**src/rtl/indexed_sequence_store_unit_assert.svh**
```systemverilog
// Assertion macros shared by the indexed sequence store RTL.
`ifndef INDEXED_SEQUENCE_STORE_UNIT_ASSERT_SVH
`define INDEXED_SEQUENCE_STORE_UNIT_ASSERT_SVH
`ifndef SYNTH
// Check a property on every rising edge outside reset.
`define ISU_ASSERT(lbl, clk, rst_n, prop) \
  lbl: assert property (@(posedge clk) disable iff (!rst_n) (prop)) \
    else $error("isu assertion failed");
// Check that a condition never holds outside reset.
`define ISU_ASSERT_NEVER(lbl, clk, rst_n, cond) \
  lbl: assert property (@(posedge clk) disable iff (!rst_n) !(cond)) \
    else $error("isu forbidden condition seen");
`else
`define ISU_ASSERT(lbl, clk, rst_n, prop)
`define ISU_ASSERT_NEVER(lbl, clk, rst_n, cond)
`endif
`endif

```
**src/rtl/isu_pkg.sv**
```systemverilog
// Shared types and constants for the indexed sequence store.
package isu_pkg;

  localparam int unsigned DefCapacity = 64;
  localparam int unsigned DataW       = 32;
  localparam int unsigned PosW        = 7;
  localparam int unsigned CountOutW   = 7;

  typedef enum logic [2:0] {
    CMD_GET  = 3'd0,
    CMD_HEAD = 3'd1,
    CMD_TAIL = 3'd2,
    CMD_AT   = 3'd3,
    CMD_DEL  = 3'd4
  } cmd_e;

  typedef enum logic [1:0] {
    ST_DONE  = 2'd0,
    ST_RANGE = 2'd1,
    ST_FULL  = 2'd2
  } status_e;

  // Per-cycle action broadcast to every cell of the chain.
  typedef struct packed {
    logic get;
    logic ins;
    logic del;
  } cell_ctrl_t;

endpackage

```
**src/rtl/isu_cell.sv**
```systemverilog
// One storage cell of the entry chain: holds, shifts up, shifts down or loads.
module isu_cell #(
  parameter int unsigned Index = 0,
  parameter int unsigned CmpW  = 8
) (
  input  logic                              clk_i,
  input  isu_pkg::cell_ctrl_t               ctrl_i,
  input  logic [CmpW-1:0]                   pos_i,
  input  logic [isu_pkg::DataW-1:0]         val_i,
  input  logic [isu_pkg::DataW-1:0]         left_i,
  input  logic [isu_pkg::DataW-1:0]         right_i,
  output logic [isu_pkg::DataW-1:0]         data_o,
  output logic [isu_pkg::DataW-1:0]         rd_o
);

  logic [isu_pkg::DataW-1:0] data_q, data_d;
  logic [CmpW-1:0]           idx;
  logic                      at_pos, above_pos;

  assign idx       = CmpW'(Index);
  assign at_pos    = (idx == pos_i);
  assign above_pos = (idx > pos_i);

  // Pick the next value: take from below on insert, from above on delete
  always_comb begin
    data_d = data_q;
    if (ctrl_i.ins && above_pos) begin
      data_d = left_i;
    end else if (ctrl_i.ins && at_pos) begin
      data_d = val_i;
    end else if (ctrl_i.del && (above_pos || at_pos)) begin
      data_d = right_i;
    end
  end

  always_ff @(posedge clk_i) begin
    data_q <= data_d;
  end

  assign data_o = data_q;

  // Drive this entry onto the read bus only when it is the addressed one
  assign rd_o = (ctrl_i.get && at_pos) ? data_q : '0;

endmodule

```
**config.mk**
```make
export PLATFORM = sky130hd
export DESIGN_NAME = isu_cell
export DESIGN_NICKNAME = d
export VERILOG_FILES = /design/src/rtl/indexed_sequence_store_unit_assert.svh /design/src/rtl/isu_pkg.sv /design/src/rtl/isu_cell.sv
export SDC_FILE = /design/constraint.sdc
export NUM_CORES = 1
export LEC_CHECK = 0
export ABC_CLOCK_PERIOD_IN_PS = 4500
export BUFFER_PORTS_ARGS = -buffer_cell sky130_fd_sc_hd__buf_2
export CAP_MARGIN = 30
export CORE_MARGIN = 8
export CORE_UTILIZATION = 39
export CTS_BUF_LIST = sky130_fd_sc_hd__clkbuf_16
export CTS_CLUSTER_SIZE = 24
export DETAILED_ROUTE_END_ITERATION = 12
export GPL_TIMING_DRIVEN = 0
export PLACE_DENSITY = 0.93
export SYNTH_ARGS = -nofsm -noshare
export SYNTH_HDL_FRONTEND = slang
export SYNTH_SLANG_ARGS = --single-unit
```
**constraint.sdc**
```tcl
create_clock -name clk_i -period 4.5 [get_ports clk_i]
set_input_delay 0.9 -clock clk_i [delete_from_list [all_inputs] [get_ports clk_i]]
set_output_delay 0.9 -clock clk_i [all_outputs]
set_load 0.005 [all_outputs]
```
==> metrics.txt, run 1 <==
die height=82.64 microns; Final Slew Violations=0; Netlist cell types=10; H-tree Lvls=2; TNS Setup=0 ns; RSZ-0062 raised after global routing=false; Pre-antenna DRT Iters=4; flops & latches, synth=32; Num CTS Buffers=5; # rows=24; Hold Vio Cnt, Final=0; CP startpoint=pos_i[5]; CTS Hold Buffers Added=0; Simple-Gate Fraction of Synth Area=14.02%; Pwr per Cell Area=263.0 mW/mm^2; complex-gate fraction of the synthesized area=0.5780%; outcome=finished clean; Synth Area in XOR/XNOR=0%; Period minus WS final=3.249 ns; post_cts resized=0; Slew @ Worst Pin=0.5551 ns; antenna violations before repair=0; Remaining Overflow, GRT=0; share of layout cells above drive strength 1=72.94%; syn_nets=215; final instance area=0.002659 sq mm; Leak Pwr=1.406 nW; commonest non-fill, non-tap cell in the layout=buf_2; number of global-route vias before repair=1541; startpoint type of the worst setup path=input port; max reg flops=32; highest-delay cell along the critical path=nor4_2; Setup-failing EPs final=0; maximum VDD drop=197.1 uV; Cell Area, Synth=0.001732 sq mm; Final Cycle Share=72.20%; worst hold path class=input port to register; routed length per instance=16.71 microns; Synth Area in Adders=0%; I/O Pins=172; GRT Resource Usage Total=14.61%; core footprint=0.004324 sq mm; Clock Tree Buf Depth=2; required time of the critical path=3.60 ns; vias=1408; Routed WL=5131 microns; pin count of the biggest net entering global routing=22; GPL Wtd Cong=0.8163; Relative slew margins=62.99%; crit-path most repeated cell=buf_2; crit path kind=input port to primary output; chip width=82.64 microns; Sink Count=32; fin nets=362; post-place instance area=0.002520 sq mm; mux share of post-synthesis cell area=27.31%; Setup Fix Bufs, Post-CTS=0; Worst Setup EP=rd_o[24]; DRC Markers=0; Antenna Nets Post-Route=0; crit path cell chain=buf_2 -> nor4_2 -> and3_2 -> clkbuf_1 -> and2_1 -> buf_2; Area growth syn-to-layout=53.54%; Synth Instances=107; crit-path leading delay family=simple AND/OR/NAND/NOR gates; CP peak stage delay=0.41 ns; Vias per Instance=4.586; sequential area share after synthesis=55.49%; Synth Area per Inst=16.18 sq um; Worst path depth=6; Initial Utilization=40.05%; Antenna Cells=0; CTS tree=yes; WP data arrival=2.35 ns; Fillers=350; first-pass GRT wire length=7417 microns; FMAX=0.3078 GHz; maxcap violations=0; Critical path buffers and inverters=3; Ys Warns=0; CP max FO=10; Tot Pwr=0.0006992 W; Critical Path Sink Type=primary output; non-filler cells, final=307; most frequent cells in the layout=buf_2, and2_1, edfxtp_1; initial drt markers=38; post-detail-place hpwl=4426 microns; port bufs=139; Placed Cells=299; DIE AREA=0.006829 sq mm; largest family of logic cells by synthesized area=multiplexers; CTS Root Cell=clkbuf_16; clock slew at reported path FFs=0.05 ns
==> layer usage <==
metal / vias up / global-route usage [%] / part of all wire, %
met5: - / 0 / 0
met2: 66 / 26.62 / 54
met3: 6 / 4.437 / 8.8
met1: 648 / 14.75 / 36
li1: 688 / - / -
met4: 0 / 7.241 / 1.7
==> logic make-up (layout without fill, tap and decap cells) <==
logic type             after synthesis  count (layout)
AOI/OAI and AO/OA                    1               1
muxes                               32              32
buffers and inverters                6             154
and+or+nand+nor                     36              36
DFF                                 32              32
==> worst min-delay path by stage <==
stage,slack (ns),start,depth (start not counted),endpoint
finish,0.93,val_i[22],2,data_o[22]
global route,0.92,val_i[27],2,data_o[27]
CTS,0.92,right_i[30],2,data_o[30]
detailed placement,1.20,right_i[6],2,data_o[6]
global placement,1.20,val_i[30],2,data_o[30]
floorplan,1.12,right_i[10],1,data_o[10]
==> synthesized netlist by cell type (all sizes together) <==
cell / count / area share [%]
clkbuf: 3 / 0.65
mux2: 32 / 27
and3: 1 / 0.43
and2: 32 / 12
edfxtp: 32 / 55
nand3: 1 / 0.58
o211a: 1 / 0.58
nor4: 2 / 1.4
buf: 3 / 2.0
==> layout make-up <==
cell class	count	area, sq um	area share, %
well taps	52	65.06	2.447
flip-flops and latches	32	960.9	36.14
plain buffers	6	45.04	1.694
repair buffers	140	723.2	27.20
multi-input cells	69	725.7	27.29
clock inverters	3	13.76	0.5176
clock buffers	5	125.1	4.706
==> power breakdown <==
| part | internal (W) | switching [W] | leakage, nW |
|---|---|---|---|
| combinational | 0.0000430 | 0.0000168 | 1.05 |
| sequential | 0.000329 | 0.000000359 | 0.288 |
| clock | 0.000200 | 0.000110 | 0.0710 |
| total | 0.000572 | 0.000127 | 1.41 |
==> metrics by stage <==
step	utilization, %	hold slack (ns)	worst slack, ns
after floorplan	-	1.117	1.750
after global placement	57.64	1.200	1.281
after detailed placement	58.28	1.203	1.212
after CTS	61.49	0.9223	1.210
after global routing	61.49	0.9227	1.140
final	61.49	0.9283	1.251
Power figures use the tool's default switching activity.
==> run 2: changes to the inputs <==
ABC_CLOCK_PERIOD_IN_PS = 3000   (was 4500)
CORE_UTILIZATION = 36   (was 39)
PLACE_DENSITY = 0.88   (was 0.93)
clock period = 3 ns   (was 4.5 ns; I/O delays follow)
==> run 2 against run 1 <==
Net effect:
- power increased by 49%
- global-route usage decreased by 0.83 points
- highest routed layer unchanged
- die area grew 6.7%
- clock power rose by 48%
==> metrics.txt, run 2 (synthesis gave the netlist of run 1 again) <==
Antenna Cells=0; setup ws final=0.4221 ns; Area growth syn-to-layout=53.32%; clock slew at reported path FFs=0.05 ns; outcome=finished clean; CTS Hold Buffers Added=0; Slew @ Worst Pin=0.7018 ns; chip width=85.36 microns; Relative slew margins=53.21%; non-filler cells, final=308; CP max FO=10; initial drt markers=54; Placed Cells=301; Vias per Instance=4.695; Routed WL=5220 microns; Remaining Overflow, GRT=0; DRC Markers=0; # rows=25; Clock Tree Buf Depth=2; Setup Fix Bufs, Post-CTS=0; Period minus WS final=2.578 ns; core footprint=0.004692 sq mm; GPL Wtd Cong=0.8061; most frequent cells in the layout=buf_2, and2_1, edfxtp_1; hold path cells=2; maximum VDD drop=204.4 uV; routed length per instance=16.95 microns; Initial Utilization=36.91%; RSZ-0062 raised after global routing=false; Antenna Nets Post-Route=0; post-detail-place hpwl=4405 microns; maxcap violations=0; Leak Pwr=1.400 nW; post-place instance area=0.002522 sq mm; TNS Setup=0 ns; antenna violations before repair=0; Num CTS Buffers=5; Sink Count=32; Setup-failing EPs final=0; worst hold path class=input port to register; post_cts resized=0; fin nets=362; WP data arrival=1.98 ns; required time of the critical path=2.40 ns; port bufs=139; DIE AREA=0.007285 sq mm; final instance area=0.002655 sq mm; Pre-antenna DRT Iters=4; number of global-route vias before repair=1732; FMAX=0.3879 GHz; I/O Pins=172; GRT Resource Usage Total=13.78%; startpoint type of the worst setup path=input port; die height=85.36 microns; Critical Path Sink Type=primary output; commonest non-fill, non-tap cell in the layout=buf_2; CTS Root Cell=clkbuf_16; Worst Hold Endpoint=data_o[28]; crit path kind=input port to primary output; share of layout cells above drive strength 1=72.44%; Placement Setup Slack=0.3664 ns; Hold Vio Cnt, Final=0; CTS tree=yes; pin count of the biggest net entering global routing=18; Pwr per Cell Area=392.8 mW/mm^2; vias=1446; Final Cycle Share=85.93%; worst hold start=val_i[28]; max reg flops=32; H-tree Lvls=2; first-pass GRT wire length=7831 microns; Final Slew Violations=0
run 2: power by group:
part | switching (W) | leakage [nW] | total [W] | internal, W
Clock | 0.000165 | 0.0648 | 0.000460 | 0.000296
Combinational | 0.0000234 | 1.05 | 0.0000877 | 0.0000643
Sequential | 0.000000597 | 0.288 | 0.000495 | 0.000494
run 2: area by class of cell:
class | instances | area (sq um)
Clock buffer | 5 | 125.1
Sequential cell | 32 | 960.9
Timing Repair Buffer | 140 | 723.2
Buffer | 6 | 45.04
Fill cell | 389 | 2037
Clock inverter | 2 | 7.507
Tap cell | 54 | 67.56
Multi-Input combinational cell | 69 | 725.7
run 2: stage by stage:
stage / util, % / power (W) / hold WS, ns
final: 56.59 / 0.001043 / 0.6253
after global routing: 56.59 / 0.001069 / 0.6257
after CTS: 56.59 / 0.001051 / 0.6232
after detailed placement: 53.76 / 0.0005925 / 0.9039
after global placement: 53.17 / 0.0005883 / 0.9002
after floorplan: - / 0.0005378 / 0.8175
run 2: per-layer routing:
metal	part of all wire (%)	track usage, %	wire (microns)
met5	0	0	0
met4	2.4	6.369	123
met3	8.5	5.405	444
met2	53	25.85	2768
met1	36	12.72	1884
run 2: worst max-delay path: stages:
cell      delay [ns]
buf_2           0.10
nor4_2          0.37
and3_2          0.31
clkbuf_1        0.30
and2_1          0.18
buf_2           0.11
run 2: worst max-delay path by stage:
| stage | to | slack (ns) | startpoint |
|---|---|---|---|
| detailed placement | rd_o[18] | 0.37 | pos_i[1] |
| finish | rd_o[18] | 0.42 | pos_i[1] |
| global placement | rd_o[14] | 0.42 | pos_i[1] |
| floorplan | rd_o[10] | 0.85 | pos_i[1] |
| CTS | rd_o[18] | 0.36 | pos_i[1] |
| global route | rd_o[17] | 0.21 | pos_i[1] |
==> run 3: changes to the inputs <==
CELL_PAD_IN_SITES_DETAIL_PLACEMENT = 1   (was default)
CELL_PAD_IN_SITES_GLOBAL_PLACEMENT = 1   (was default)
CORE_UTILIZATION = 25   (was 36)
PLACE_DENSITY = 0.86   (was 0.88)
==> run 3 against run 2 <==
Net effect:
- non-clock buffer count did not move
- global-route usage fell by 2.2 points
- hold slack improved by 0.0045 ns
- utilization is 17 points lower
- clock power is essentially flat
- via count shrank 0.69%
- sequential power hardly changed
==> metrics.txt, run 3 (synthesis gave the netlist of run 1 again) <==
Routed WL=5883 microns; fin nets=362; pin count of the biggest net entering global routing=18; Pwr per Cell Area=388.6 mW/mm^2; outcome=finished clean; Critical path buffers and inverters=3; GRT Resource Usage Total=11.57%; Initial Utilization=25.63%; WP data arrival=2.01 ns; Final Slew Violations=0; Top Metal Used=met5; DIE AREA=0.009846 sq mm; I/O Pins=172; post_cts resized=0; TNS Setup=0 ns; maxcap violations=0; GPL Wtd Cong=0.6946; Period minus WS final=2.605 ns; Remaining Overflow, GRT=0; chip width=99.23 microns; CTS Hold Buffers Added=0; port bufs=139; RSZ-0062 raised after global routing=false; first-pass GRT wire length=9004 microns; routed length per instance=17.56 microns; Setup-failing EPs final=0; Setup Fix Bufs, Post-CTS=0; Worst path depth=6; CTS Root Cell=clkbuf_16; metal1 wirelength=1997 microns; met2 WL=3292 microns; Antenna Cells=0; commonest non-fill, non-tap cell in the layout=buf_2; CP peak stage delay=0.39 ns; max reg flops=32; CP max FO=10; Clock Tree Buf Depth=2; crit path kind=input port to primary output; crit-path most repeated cell=buf_2; maximum VDD drop=184.5 uV; most frequent cells in the layout=buf_2, and2_1, edfxtp_1; vias=1436; Final Cycle Share=86.85%; Num CTS Buffers=5; Area growth syn-to-layout=55.42%; Worst Setup EP=rd_o[29]; Critical Path Sink Type=primary output; Tot Pwr=0.001046 W; worst hold path class=input port to register; CTS tree=yes; core footprint=0.006756 sq mm; highest-delay cell along the critical path=nor4_2; Leak Pwr=1.409 nW; number of global-route vias before repair=1692; Antenna Nets Post-Route=0; met3 WL=441 microns; DRC Markers=0; antenna violations before repair=1; CP startpoint=pos_i[5]; die height=99.23 microns; Pre-antenna DRT Iters=5; startpoint type of the worst setup path=input port; H-tree Lvls=2; share of layout cells above drive strength 1=72.16%; required time of the critical path=2.40 ns; final core occ=39.83%; Slew @ Worst Pin=0.7520 ns; initial drt markers=22; crit-path leading delay family=simple AND/OR/NAND/NOR gates; clock slew at reported path FFs=0.05 ns; FMAX=0.3838 GHz; Sink Count=32; Relative slew margins=49.86%; Hold Vio Cnt, Final=0; post-detail-place hpwl=5121 microns; Vias per Instance=4.287; # rows=30; crit path cell chain=buf_2 -> nor4_2 -> and3_2 -> clkbuf_1 -> and2_1 -> buf_2
-- run 3: cell count changes in the layout (fill, tap and decap cells not counted), sizes merged --
cell	change
clkinv	-1
inv	+2
-- run 3: power by group --
group | leakage, nW | internal (W) | switching, W
clock network | 0.0738 | 0.000298 | 0.000165
logic | 1.05 | 0.0000643 | 0.0000240
registers | 0.288 | 0.000494 | 0.000000580
-- run 3: area by class of cell --
cell class,count,area (sq um)
clock buffer,5,125.1
multi-input combinational,69,725.7
fill,773,4065
clock inverter,3,11.26
buffer,6,45.04
sequential,32,960.9
timing repair buffer,140,723.2
tap,80,100.1
-- run 3: metal layers --
layer  global-route usage (%)  up-vias
met5                        0        -
met4                    5.006        2
met3                    4.260       10
met2                    22.47       64
met1                    10.36      679
li1                         -      681
-- run 3: metrics by stage --
stage               instances  setup WS, ns  area (sq um)  hold slack [ns]
detailed placement        327        0.3322          2555           0.9056
CTS                       335        0.3263          2691           0.6282
floorplan                 107        0.8500          1732           0.8175
global route              335        0.2449          2691           0.6248
finish                    335        0.3946          2691           0.6298
global placement          326        0.3826          2527           0.9013
-- run 3: worst min path at each step --
stage / startpoint / to / slack (ns) / cells past startpoint
6_report: right_i[6] / data_o[6] / 0.63 / 2
5_1_grt: val_i[5] / data_o[5] / 0.62 / 2
4_1_cts: val_i[5] / data_o[5] / 0.63 / 2
3_5_place_dp: val_i[9] / data_o[9] / 0.91 / 2
3_3_place_gp: right_i[2] / data_o[2] / 0.90 / 2
2_1_floorplan: right_i[10] / data_o[10] / 0.82 / 1
